<file path="src/hdl/assert_macros.svh">
// Assertion macros shared by the validator modules
`ifndef ASSERT_MACROS_SVH
`define ASSERT_MACROS_SVH

`ifndef SYNTH
// Check on every clock edge outside reset
`define ASSERT_RST(lbl, clk, rst_n, prop, msg) \
    lbl: assert property (@(posedge clk) disable iff (!rst_n) (prop)) else $error(msg);
// Check on every clock edge, reset included
`define ASSERT_CLK(lbl, clk, prop, msg) \
    lbl: assert property (@(posedge clk) (prop)) else $error(msg);
`else
`define ASSERT_RST(lbl, clk, rst_n, prop, msg)
`define ASSERT_CLK(lbl, clk, prop, msg)
`endif

`endif

</file>
<file path="src/hdl/svv_pkg.sv">
// Types, character codes and sizes for the version string validator
package svv_pkg;

    localparam int NUMBER_BITS = 31;
    localparam int QUEUE_DEPTH = 2;

    localparam logic [7:0] CH_ZERO  = 8'h30;
    localparam logic [7:0] CH_NINE  = 8'h39;
    localparam logic [7:0] CH_UP_A  = 8'h41;
    localparam logic [7:0] CH_UP_Z  = 8'h5A;
    localparam logic [7:0] CH_LO_A  = 8'h61;
    localparam logic [7:0] CH_LO_Z  = 8'h7A;
    localparam logic [7:0] CH_UP_V  = 8'h56;
    localparam logic [7:0] CH_LO_V  = 8'h76;
    localparam logic [7:0] CH_DASH  = 8'h2D;
    localparam logic [7:0] CH_DOT   = 8'h2E;
    localparam logic [7:0] CH_PLUS  = 8'h2B;

    typedef enum logic [2:0] {
        CLS_DIGIT,
        CLS_VEE,
        CLS_LETTER,
        CLS_DASH,
        CLS_DOT,
        CLS_PLUS,
        CLS_OTHER
    } t_svv_cls;

    typedef struct packed {
        logic [7:0] ch;
        logic       last;
    } t_svv_in;

    typedef struct packed {
        t_svv_cls   cls;
        logic [3:0] dval;
        logic       last;
    } t_svv_tok;

    typedef struct packed {
        logic                   valid_res;
        logic [NUMBER_BITS-1:0] major;
        logic [NUMBER_BITS-1:0] minor;
        logic [NUMBER_BITS-1:0] patch;
        logic                   has_patch;
        logic                   has_prerelease;
        logic                   has_build;
    } t_svv_res;

endpackage

</file>
<file path="src/hdl/svv_classify.sv">
// Front end: accept a byte and reduce it to a character class and digit value
module svv_classify (
    input  logic              i_in_valid,
    input  svv_pkg::t_svv_in  i_in_data,
    output logic              o_in_ready,
    input  logic              i_full,
    output logic              o_push,
    output svv_pkg::t_svv_tok o_tok
);

    logic [7:0] ch;

    assign ch         = i_in_data.ch;
    assign o_in_ready = !i_full;
    assign o_push     = i_in_valid && !i_full;

    always_comb begin
        o_tok.dval = ch[3:0];
        o_tok.last = i_in_data.last;
        priority if (ch >= svv_pkg::CH_ZERO && ch <= svv_pkg::CH_NINE) begin
            o_tok.cls = svv_pkg::CLS_DIGIT;
        end else if (ch == svv_pkg::CH_LO_V || ch == svv_pkg::CH_UP_V) begin
            o_tok.cls = svv_pkg::CLS_VEE;
        end else if ((ch >= svv_pkg::CH_UP_A && ch <= svv_pkg::CH_UP_Z) ||
                     (ch >= svv_pkg::CH_LO_A && ch <= svv_pkg::CH_LO_Z)) begin
            o_tok.cls = svv_pkg::CLS_LETTER;
        end else if (ch == svv_pkg::CH_DASH) begin
            o_tok.cls = svv_pkg::CLS_DASH;
        end else if (ch == svv_pkg::CH_DOT) begin
            o_tok.cls = svv_pkg::CLS_DOT;
        end else if (ch == svv_pkg::CH_PLUS) begin
            o_tok.cls = svv_pkg::CLS_PLUS;
        end else begin
            o_tok.cls = svv_pkg::CLS_OTHER;
        end
    end

endmodule

</file>
<file path="src/hdl/svv_queue.sv">
// Short queue of classified bytes between the front end and the parser
`include "assert_macros.svh"

module svv_queue #(
    parameter int P_DEPTH = svv_pkg::QUEUE_DEPTH
) (
    input  logic              i_clk,
    input  logic              i_rst_n,
    input  logic              i_push,
    input  svv_pkg::t_svv_tok i_wdata,
    output logic              o_full,
    input  logic              i_pop,
    output svv_pkg::t_svv_tok o_rdata,
    output logic              o_empty
);

    localparam int PW = (P_DEPTH > 1) ? $clog2(P_DEPTH) : 1;
    localparam int CW = $clog2(P_DEPTH + 1);

    svv_pkg::t_svv_tok r_mem [P_DEPTH];
    logic [PW-1:0]     r_wptr, n_wptr;
    logic [PW-1:0]     r_rptr, n_rptr;
    logic [CW-1:0]     r_count, n_count;

    assign o_full  = (r_count == CW'(P_DEPTH));
    assign o_empty = (r_count == '0);
    assign o_rdata = r_mem[r_rptr];

    always_comb begin
        n_wptr  = r_wptr;
        n_rptr  = r_rptr;
        n_count = r_count;
        if (i_push) begin
            n_wptr = (r_wptr == PW'(P_DEPTH - 1)) ? '0 : r_wptr + PW'(1);
        end
        if (i_pop) begin
            n_rptr = (r_rptr == PW'(P_DEPTH - 1)) ? '0 : r_rptr + PW'(1);
        end
        unique case ({i_push, i_pop})
            2'b10:   n_count = r_count + CW'(1);
            2'b01:   n_count = r_count - CW'(1);
            default: n_count = r_count;
        endcase
    end

    always_ff @(posedge i_clk) begin
        if (!i_rst_n) begin
            r_wptr  <= '0;
            r_rptr  <= '0;
            r_count <= '0;
        end else begin
            r_wptr  <= n_wptr;
            r_rptr  <= n_rptr;
            r_count <= n_count;
        end
    end

    always_ff @(posedge i_clk) begin
        if (i_push) begin
            r_mem[r_wptr] <= i_wdata;
        end
    end

    `ASSERT_RST(a_count_max, i_clk, i_rst_n, r_count <= CW'(P_DEPTH), "queue overfilled")
    `ASSERT_RST(a_no_push_full, i_clk, i_rst_n, i_push |-> !o_full, "push into full queue")
    `ASSERT_RST(a_no_pop_empty, i_clk, i_rst_n, i_pop |-> !o_empty, "pop from empty queue")
    `ASSERT_RST(a_count_up, i_clk, i_rst_n,
        (i_push && !i_pop) |=> (r_count == $past(r_count) + CW'(1)), "count not advanced on push")

endmodule

</file>
<file path="src/hdl/svv_parse.sv">
// Back end: grammar state per byte and the registered result
`include "assert_macros.svh"

module svv_parse (
    input  logic               i_clk,
    input  logic               i_rst_n,
    input  logic               i_empty,
    input  svv_pkg::t_svv_tok  i_tok,
    output logic               o_pop,
    output logic               o_out_valid,
    input  logic               i_out_ready,
    output svv_pkg::t_svv_res  o_out_data
);

    localparam int NB = svv_pkg::NUMBER_BITS;

    localparam logic [3:0] PH_START     = 4'd0;
    localparam logic [3:0] PH_MAJ_FIRST = 4'd1;
    localparam logic [3:0] PH_MAJ       = 4'd2;
    localparam logic [3:0] PH_MIN_FIRST = 4'd3;
    localparam logic [3:0] PH_MIN       = 4'd4;
    localparam logic [3:0] PH_PAT_FIRST = 4'd5;
    localparam logic [3:0] PH_PAT       = 4'd6;
    localparam logic [3:0] PH_PRE       = 4'd7;
    localparam logic [3:0] PH_BUILD     = 4'd8;

    logic [3:0]    r_phase, n_phase;
    logic [NB-1:0] r_acc, n_acc;
    logic [NB-1:0] r_major, n_major;
    logic [NB-1:0] r_minor, n_minor;
    logic          r_patch_seen, n_patch_seen;
    logic          r_id_nonempty, n_id_nonempty;
    logic          r_id_first_zero, n_id_first_zero;
    logic          r_id_all_digits, n_id_all_digits;
    logic          r_id_multi, n_id_multi;
    logic          r_err, n_err;
    logic          r_pre_seen, n_pre_seen;
    logic          r_build_seen, n_build_seen;

    logic              r_out_valid;
    svv_pkg::t_svv_res r_out;
    svv_pkg::t_svv_res res;

    logic          dig, is_id, is_zero;
    logic [NB+3:0] prod;
    logic          ovf;
    logic          cur_idok_pre, cur_idok_build;
    logic          end_idok_pre, end_idok_build;
    logic          ok;
    logic          out_free;

    assign out_free    = !r_out_valid || i_out_ready;
    assign o_pop       = !i_empty && (!i_tok.last || out_free);
    assign o_out_valid = r_out_valid;
    assign o_out_data  = r_out;

    assign dig     = (i_tok.cls == svv_pkg::CLS_DIGIT);
    assign is_zero = dig && (i_tok.dval == 4'd0);
    assign is_id   = dig || (i_tok.cls == svv_pkg::CLS_VEE) ||
                     (i_tok.cls == svv_pkg::CLS_LETTER) || (i_tok.cls == svv_pkg::CLS_DASH);
    assign prod    = ({4'b0, r_acc} << 3) + ({4'b0, r_acc} << 1) + {{NB{1'b0}}, i_tok.dval};
    assign ovf     = |prod[NB+3:NB];

    assign cur_idok_pre   = r_id_nonempty &&
                            !(r_id_first_zero && r_id_multi && r_id_all_digits);
    assign cur_idok_build = r_id_nonempty;

    always_comb begin
        n_phase         = r_phase;
        n_acc           = r_acc;
        n_major         = r_major;
        n_minor         = r_minor;
        n_patch_seen    = r_patch_seen;
        n_id_nonempty   = r_id_nonempty;
        n_id_first_zero = r_id_first_zero;
        n_id_all_digits = r_id_all_digits;
        n_id_multi      = r_id_multi;
        n_err           = r_err;
        n_pre_seen      = r_pre_seen;
        n_build_seen    = r_build_seen;
        if (!r_err) begin
            unique case (r_phase)
                PH_START, PH_MAJ_FIRST, PH_MIN_FIRST, PH_PAT_FIRST: begin
                    if (r_phase == PH_START && i_tok.cls == svv_pkg::CLS_VEE) begin
                        n_phase = PH_MAJ_FIRST;
                    end else if (dig) begin
                        n_id_nonempty   = 1'b1;
                        n_id_first_zero = is_zero;
                        n_id_all_digits = 1'b1;
                        n_id_multi      = 1'b0;
                        if (ovf) begin
                            n_err = 1'b1;
                        end else begin
                            n_acc = prod[NB-1:0];
                        end
                        n_phase = (r_phase == PH_MIN_FIRST) ? PH_MIN :
                                  (r_phase == PH_PAT_FIRST) ? PH_PAT : PH_MAJ;
                    end else begin
                        n_err = 1'b1;
                    end
                end
                PH_MAJ, PH_MIN, PH_PAT: begin
                    if (dig) begin
                        if ((r_id_nonempty && r_id_first_zero) || ovf) begin
                            n_err = 1'b1;
                        end else begin
                            n_acc = prod[NB-1:0];
                        end
                    end else if (r_phase == PH_MAJ && i_tok.cls == svv_pkg::CLS_DOT) begin
                        n_major = r_acc;
                        n_acc   = '0;
                        n_phase = PH_MIN_FIRST;
                    end else if (r_phase == PH_MIN && i_tok.cls == svv_pkg::CLS_DOT) begin
                        n_minor      = r_acc;
                        n_acc        = '0;
                        n_patch_seen = 1'b1;
                        n_phase      = PH_PAT_FIRST;
                    end else if (r_phase != PH_MAJ && (i_tok.cls == svv_pkg::CLS_DASH ||
                                 i_tok.cls == svv_pkg::CLS_PLUS)) begin
                        if (r_phase == PH_MIN) begin
                            n_minor = r_acc;
                            n_acc   = '0;
                        end
                        n_id_nonempty   = 1'b0;
                        n_id_first_zero = 1'b0;
                        n_id_all_digits = 1'b1;
                        n_id_multi      = 1'b0;
                        if (i_tok.cls == svv_pkg::CLS_DASH) begin
                            n_pre_seen = 1'b1;
                            n_phase    = PH_PRE;
                        end else begin
                            n_build_seen = 1'b1;
                            n_phase      = PH_BUILD;
                        end
                    end else begin
                        n_err = 1'b1;
                    end
                end
                PH_PRE, PH_BUILD: begin
                    if (i_tok.cls == svv_pkg::CLS_DOT ||
                        (r_phase == PH_PRE && i_tok.cls == svv_pkg::CLS_PLUS)) begin
                        if ((r_phase == PH_PRE) ? !cur_idok_pre : !cur_idok_build) begin
                            n_err = 1'b1;
                        end else begin
                            n_id_nonempty   = 1'b0;
                            n_id_first_zero = 1'b0;
                            n_id_all_digits = 1'b1;
                            n_id_multi      = 1'b0;
                            if (i_tok.cls == svv_pkg::CLS_PLUS) begin
                                n_build_seen = 1'b1;
                                n_phase      = PH_BUILD;
                            end
                        end
                    end else if (is_id) begin
                        if (!r_id_nonempty) begin
                            n_id_first_zero = is_zero;
                        end else begin
                            n_id_multi = 1'b1;
                        end
                        if (!dig) begin
                            n_id_all_digits = 1'b0;
                        end
                        n_id_nonempty = 1'b1;
                    end else begin
                        n_err = 1'b1;
                    end
                end
                default: n_err = 1'b1;
            endcase
        end
    end

    assign end_idok_pre   = n_id_nonempty &&
                            !(n_id_first_zero && n_id_multi && n_id_all_digits);
    assign end_idok_build = n_id_nonempty;

    always_comb begin
        ok = !n_err && ((n_phase == PH_MIN) || (n_phase == PH_PAT) ||
                        (n_phase == PH_PRE && end_idok_pre) ||
                        (n_phase == PH_BUILD && end_idok_build));
        res = '0;
        if (ok) begin
            res.valid_res      = 1'b1;
            res.major          = n_major;
            res.minor          = (n_phase == PH_MIN) ? n_acc : n_minor;
            res.patch          = n_patch_seen ? n_acc : '0;
            res.has_patch      = n_patch_seen;
            res.has_prerelease = n_pre_seen;
            res.has_build      = n_build_seen;
        end
    end

    always_ff @(posedge i_clk) begin
        if (!i_rst_n || (o_pop && i_tok.last)) begin
            r_phase         <= PH_START;
            r_acc           <= '0;
            r_major         <= '0;
            r_minor         <= '0;
            r_patch_seen    <= 1'b0;
            r_id_nonempty   <= 1'b0;
            r_id_first_zero <= 1'b0;
            r_id_all_digits <= 1'b1;
            r_id_multi      <= 1'b0;
            r_err           <= 1'b0;
            r_pre_seen      <= 1'b0;
            r_build_seen    <= 1'b0;
        end else if (o_pop) begin
            r_phase         <= n_phase;
            r_acc           <= n_acc;
            r_major         <= n_major;
            r_minor         <= n_minor;
            r_patch_seen    <= n_patch_seen;
            r_id_nonempty   <= n_id_nonempty;
            r_id_first_zero <= n_id_first_zero;
            r_id_all_digits <= n_id_all_digits;
            r_id_multi      <= n_id_multi;
            r_err           <= n_err;
            r_pre_seen      <= n_pre_seen;
            r_build_seen    <= n_build_seen;
        end
    end

    always_ff @(posedge i_clk) begin
        if (!i_rst_n) begin
            r_out_valid <= 1'b0;
        end else if (o_pop && i_tok.last) begin
            r_out_valid <= 1'b1;
        end else if (i_out_ready) begin
            r_out_valid <= 1'b0;
        end
    end

    always_ff @(posedge i_clk) begin
        if (o_pop && i_tok.last) begin
            r_out <= res;
        end
    end

    `ASSERT_RST(a_invalid_zero, i_clk, i_rst_n,
        (r_out_valid && !r_out.valid_res) |-> (r_out == '0), "invalid result carries fields")
    `ASSERT_RST(a_err_sticky, i_clk, i_rst_n,
        (r_err && !(o_pop && i_tok.last)) |=> r_err, "error cleared mid string")
    `ASSERT_RST(a_phase_legal, i_clk, i_rst_n, r_phase <= PH_BUILD, "phase out of range")

endmodule

</file>
<file path="src/hdl/semver_string_validator_unit.sv">
// Top level of the semantic version string validator
//
//  channel | direction | handshake                | payload
//  --------+-----------+--------------------------+----------------------------
//  input   | in        | i_in_valid / o_in_ready  | i_in_data  (byte, last)
//  result  | out       | o_out_valid / i_out_ready| o_out_data (flag, numbers)
//
// One byte is taken every cycle while the queue is not full. The front end classifies
// each byte into a queue of P_QUEUE_DEPTH entries; the parser drains one entry a cycle,
// unless a last byte waits for the output register to free, and holds the result there.
// Reset is synchronous; the parser returns to the start of a string after each result.
// While a result waits, bytes of the next string keep flowing until the queue fills.
module semver_string_validator_unit #(
    parameter int P_QUEUE_DEPTH = svv_pkg::QUEUE_DEPTH
) (
    input  logic              i_clk,
    input  logic              i_rst_n,
    input  logic              i_in_valid,
    output logic              o_in_ready,
    input  svv_pkg::t_svv_in  i_in_data,
    output logic              o_out_valid,
    input  logic              i_out_ready,
    output svv_pkg::t_svv_res o_out_data
);

    logic              push, pop, full, empty;
    svv_pkg::t_svv_tok wtok, rtok;

    svv_classify u_classify (
        .i_in_valid (i_in_valid),
        .i_in_data  (i_in_data),
        .o_in_ready (o_in_ready),
        .i_full     (full),
        .o_push     (push),
        .o_tok      (wtok)
    );

    svv_queue #(
        .P_DEPTH (P_QUEUE_DEPTH)
    ) u_queue (
        .i_clk   (i_clk),
        .i_rst_n (i_rst_n),
        .i_push  (push),
        .i_wdata (wtok),
        .o_full  (full),
        .i_pop   (pop),
        .o_rdata (rtok),
        .o_empty (empty)
    );

    svv_parse u_parse (
        .i_clk       (i_clk),
        .i_rst_n     (i_rst_n),
        .i_empty     (empty),
        .i_tok       (rtok),
        .o_pop       (pop),
        .o_out_valid (o_out_valid),
        .i_out_ready (i_out_ready),
        .o_out_data  (o_out_data)
    );

endmodule
</file>
<file path="config.mk">
export PLATFORM = sky130hd
export DESIGN_NAME = semver_string_validator_unit
export DESIGN_NICKNAME = d
export VERILOG_FILES = /design/src/hdl/svv_pkg.sv /design/src/hdl/svv_classify.sv /design/src/hdl/svv_queue.sv /design/src/hdl/svv_parse.sv /design/src/hdl/semver_string_validator_unit.sv
export VERILOG_INCLUDE_DIRS = /design/src /design/src/hdl
export SDC_FILE = /design/constraint.sdc
export NUM_CORES = 1
export LEC_CHECK = 0
export ABC_AREA = 1
export BUFFER_PORTS_ARGS = -buffer_cell sky130_fd_sc_hd__buf_4
export CAP_MARGIN = 5
export CORE_MARGIN = 2
export CORE_UTILIZATION = 54
export CTS_CLUSTER_DIAMETER = 30
export DETAILED_ROUTE_END_ITERATION = 6
export GPL_TIMING_DRIVEN = 0
export HOLD_SLACK_MARGIN = 0.05
export PLACE_DENSITY = 0.76
export RECOVER_POWER = 50
export SLEW_MARGIN = 20
export SYNTH_ARGS = -nofsm -noshare
export SYNTH_HDL_FRONTEND = slang
export SYNTH_SLANG_ARGS = --single-unit
</file>
<file path="constraint.sdc">
create_clock -name i_clk -period 3.3 [get_ports i_clk]
set_input_delay 0.33 -clock i_clk [delete_from_list [all_inputs] [get_ports i_clk]]
set_output_delay 0.33 -clock i_clk [all_outputs]
set_load 0.01 [all_outputs]
</file>
==> impl_metrics.env <==
export IMPL_final_hold_violation_count=0
export IMPL_whs_endpoint="u_queue.r_count[0]"
export IMPL_post_place_cells=2634
export IMPL_ir_drop_mv=0.8570
export IMPL_syn_avg_cell_area_um2=6.792
export IMPL_power_leakage_nw=8.732
export IMPL_setup_ws_ns=-0.4504
export IMPL_cts_reportedPaths_clkPinSlew_ns=0.05
export IMPL_cts_sinks=224
export IMPL_io_pin_count=112
export IMPL_setup_viol=210
export IMPL_max_cap_violations=0
export IMPL_finalMaxSlewViolations=0
export IMPL_multi_input_area_mm2=0.008267
export IMPL_firstDrtPassIters=7
export IMPL_setup_tns_ns=-46.04
export IMPL_violations="negative setup slack"
export IMPL_row_count=60
export IMPL_fmax_ghz=0.2666
export IMPL_clk_latency_ns=0.55
export IMPL_coreArea_mm2=0.02695
export IMPL_vias=15710
export IMPL_fp_dieArea_mm2=0.02877
export IMPL_finalPower_mw=21.83
export IMPL_drive_above_1_share_pct=16.28
export IMPL_grt_first_pass_wirelength_um=77710
export IMPL_tightest_slew_ns=0.8492
export IMPL_synth_compound_area_share_pct=12.91
export IMPL_syn_num_nets=2258
export IMPL_status="finished, violations left"
export IMPL_pre_cts_slack_ns=-1.156
export IMPL_initial_core_util_pct=54.96
export IMPL_die_y_um=169.6
export IMPL_cts_root_buffer="clkbuf_16"
export IMPL_port_buffers=111
export IMPL_overflow=0
export IMPL_utilization_pct=68.94
export IMPL_wl_um=50390
export IMPL_fin_area_mm2=0.01858
export IMPL_gp_congestion=0.9826
export IMPL_critPathCaptureType="flip-flop"
export IMPL_ant_nets=0
export IMPL_whs_ns=0.08935
export IMPL_yosys_most_used_dff="edfxtp_1"
export IMPL_fillCellCount=2327
export IMPL_cp_required_ns=3.73
export IMPL_synth_xor_area_share_pct=1.419
export IMPL_antenna_found_initial=1
export IMPL_grtUsageTotal_pct=34.36
export IMPL_cts_buffer_depth=3
export IMPL_yosys_warnings=0
export IMPL_hold_path_depth=3
export IMPL_fin_crit_ns=3.750
export IMPL_hold_class="in2reg"
export IMPL_cts_tree="done"
export IMPL_synth_seq_cells=224
export IMPL_yosysSeqAreaShare_pct=37.91
export IMPL_synthCells=2181
export IMPL_min_from="i_rst_n"
export IMPL_finalNetCount=2461
export IMPL_num_antenna_cells=0
export IMPL_relSlewSlack_pct=43.39
export IMPL_rsz0062_at_grt="yes"
export IMPL_fin_skew_ns=0.02123
export IMPL_syn_area_mm2=0.01481
export IMPL_final_period_utilization_pct=113.6
export IMPL_worstSetupStartpointType="flip-flop"
export IMPL_area_growth_pct=25.42
export IMPL_placed_cell_area_mm2=0.01612
export IMPL_r2r_slack_ns=-0.45
export IMPL_grt_pass1_vias=14910
export IMPL_htree_num_levels=2
export IMPL_worstPathArrival_ns=4.18
export IMPL_synth_top_family_by_area="simple AND/OR/NAND/NOR gates"
export IMPL_ff_latch_area_mm2=0.005640
export IMPL_stdcell_count=2761
export IMPL_cts_inserted_buffers=44
export IMPL_synth_mux_area_share_pct=0
export IMPL_async_flop_share_pct=0
export IMPL_dp_hpwl_um=36660
export IMPL_crit_fanout=10
export IMPL_ys_types=47
export IMPL_initialDrtViolationCount=1599
export IMPL_vias_per_cell=5.691
export IMPL_synthAdderAreaFrac_pct=5.507
export IMPL_die_x_um=169.6
export IMPL_crit_type="reg2reg"
export IMPL_worstReg2RegEnd="u_parse.r_acc[19]"
export IMPL_synth_simple_area_share_pct=30.83
export IMPL_drc=0
export IMPL_worstRegToRegCells=15
export IMPL_avgRoutedWirePerCell_um=18.25
export IMPL_synth_edf_count=113
export IMPL_grt_max_degree=68
export IMPL_power_density_mw_per_mm2=1175
==> cells by family after synthesis <==
logic type	count (synthesis)
XOR/XNOR	24
AO/OA/AOI/OAI	352
flip-flops	224
adder cells (fa/ha/maj)	64
buffers and inverters	433
AND/OR/NAND/NOR	1084
==> Yosys cell counts, types with 8 or more instances <==
library cell    n  area [µm²]
o211ai_1       35       262.8
nor3_1         10       50.05
o21ai_0        61       305.3
nand2_1       616        2312
inv_2          19       71.32
o21ai_1        37       185.2
edfxtp_1      113        3393
a21oi_1       202        1011
inv_1         308        1156
buf_1          17       63.81
xnor2_1         9       78.83
buf_2          27       135.1
nand3b_1       32       240.2
dfxtp_1       111        2222
nand3_1       188       940.9
clkbuf_1       54       202.7
nand4_1        10       62.56
nor2_1        200       750.7
ha_1           62       775.7
xor2_1         15       131.4
nand2_2         8       50.05
==> layout by cell type (no fill, tap or decap), drive strengths merged, types with 2 or more instances in the layout <==
cell	instances
clkinv	15
a21oi	204
o211ai	35
a211oi	3
xor2	15
and3	2
nand3b	32
edfxtp	113
fa	2
nand2	626
o21a	2
clkbuf	213
nor3	11
nor4	4
ha	62
nand3	189
o21bai	3
dfxtp	111
buf	97
dlygate4sd3	6
bufinv	4
nor2	207
xnor2	9
nand4	10
o21ai	100
inv	334
clkinvlp	3
==> power by group <==
| part | leakage [nW] | switching [mW] | internal [mW] |
|---|---|---|---|
| sequential | 1.99 | 0.904 | 4.17 |
| clock | 0.735 | 1.57 | 2.92 |
| combinational | 6.00 | 8.27 | 3.99 |
| total | 8.73 | 10.7 | 11.1 |
==> what timing repair did <==
action | in CTS | in global routing
pin swaps | 51 | 31
setup endpoints to repair | 143 | 160
hold buffers | 6 | 0
endpoints found under the hold margin | 11 | 0
gates cloned | 2 | 2
resized for setup | 141 | 145
setup buffers | 23 | 13
==> flip-flops by register name, summed over array words and instances, names as in the netlist, named ones only <==
signal and cells:
u_parse.o_out_valid 1, u_parse.r_pre_seen 1, u_parse.r_id_all_digits 1, u_queue.r_count 2
u_parse.r_acc 31, u_parse.r_id_first_zero 1, u_queue.r_rptr 1, u_parse.r_patch_seen 1
u_parse.r_build_seen 1, u_parse.r_id_multi 1, u_queue.r_mem 16, u_parse.r_err 1
u_parse.o_out_data 97, u_parse.r_major 31, u_parse.r_phase 4, u_parse.cur_idok_build 1
u_parse.r_minor 31, u_queue.r_wptr 1
==> cell type report <==
class                   instances  share of cell area (%)
well taps                     341                   2.296
inverters                     328                   6.667
plain buffers                 105                   3.300
multi-input cells            1524                   44.49
flip-flops and latches        224                   30.36
repair buffers                157                   4.788
clock inverters                28                   1.690
clock buffers                  54                   6.404
==> per-layer routing <==
metal | track usage [%] | up-vias | wire (µm)
li1 | - | 7463 | -
met1 | 42.74 | 7291 | 19900
met2 | 57.59 | 761 | 23460
met3 | 5.597 | 197 | 4240
met4 | 17.95 | 2 | 2780
met5 | 0 | - | 13
==> how the worst max path moves through the flow <==
stage                                  end  slack (ns)  cells after the start
floorplan           u_parse.o_out_data[49]        0.01                     28
global placement     u_parse.o_out_data[2]       -1.36                      8
detailed placement  u_parse.o_out_data[13]       -1.16                     22
CTS                 u_parse.o_out_data[54]       -0.40                     28
global route        u_parse.o_out_data[14]       -0.56                     25
finish                   u_parse.r_acc[19]       -0.45                     15
==> worst max-delay path, cell delays in order (launching register included) <==
cell      delay [ns]
dfxtp_2         0.33
buf_6           0.12
buf_4           0.12
clkbuf_1        0.19
nand2_1         0.11
nand2_1         0.08
nand3_1         0.09
o21ai_2         0.18
inv_1           0.53
nand2_1         0.24
nand2_2         0.30
buf_1           0.60
clkbuf_1        0.48
a21oi_1         0.14
nand2_1         0.10
inv_1           0.03
No activity file was read; power rests on OpenSTA's default activity.
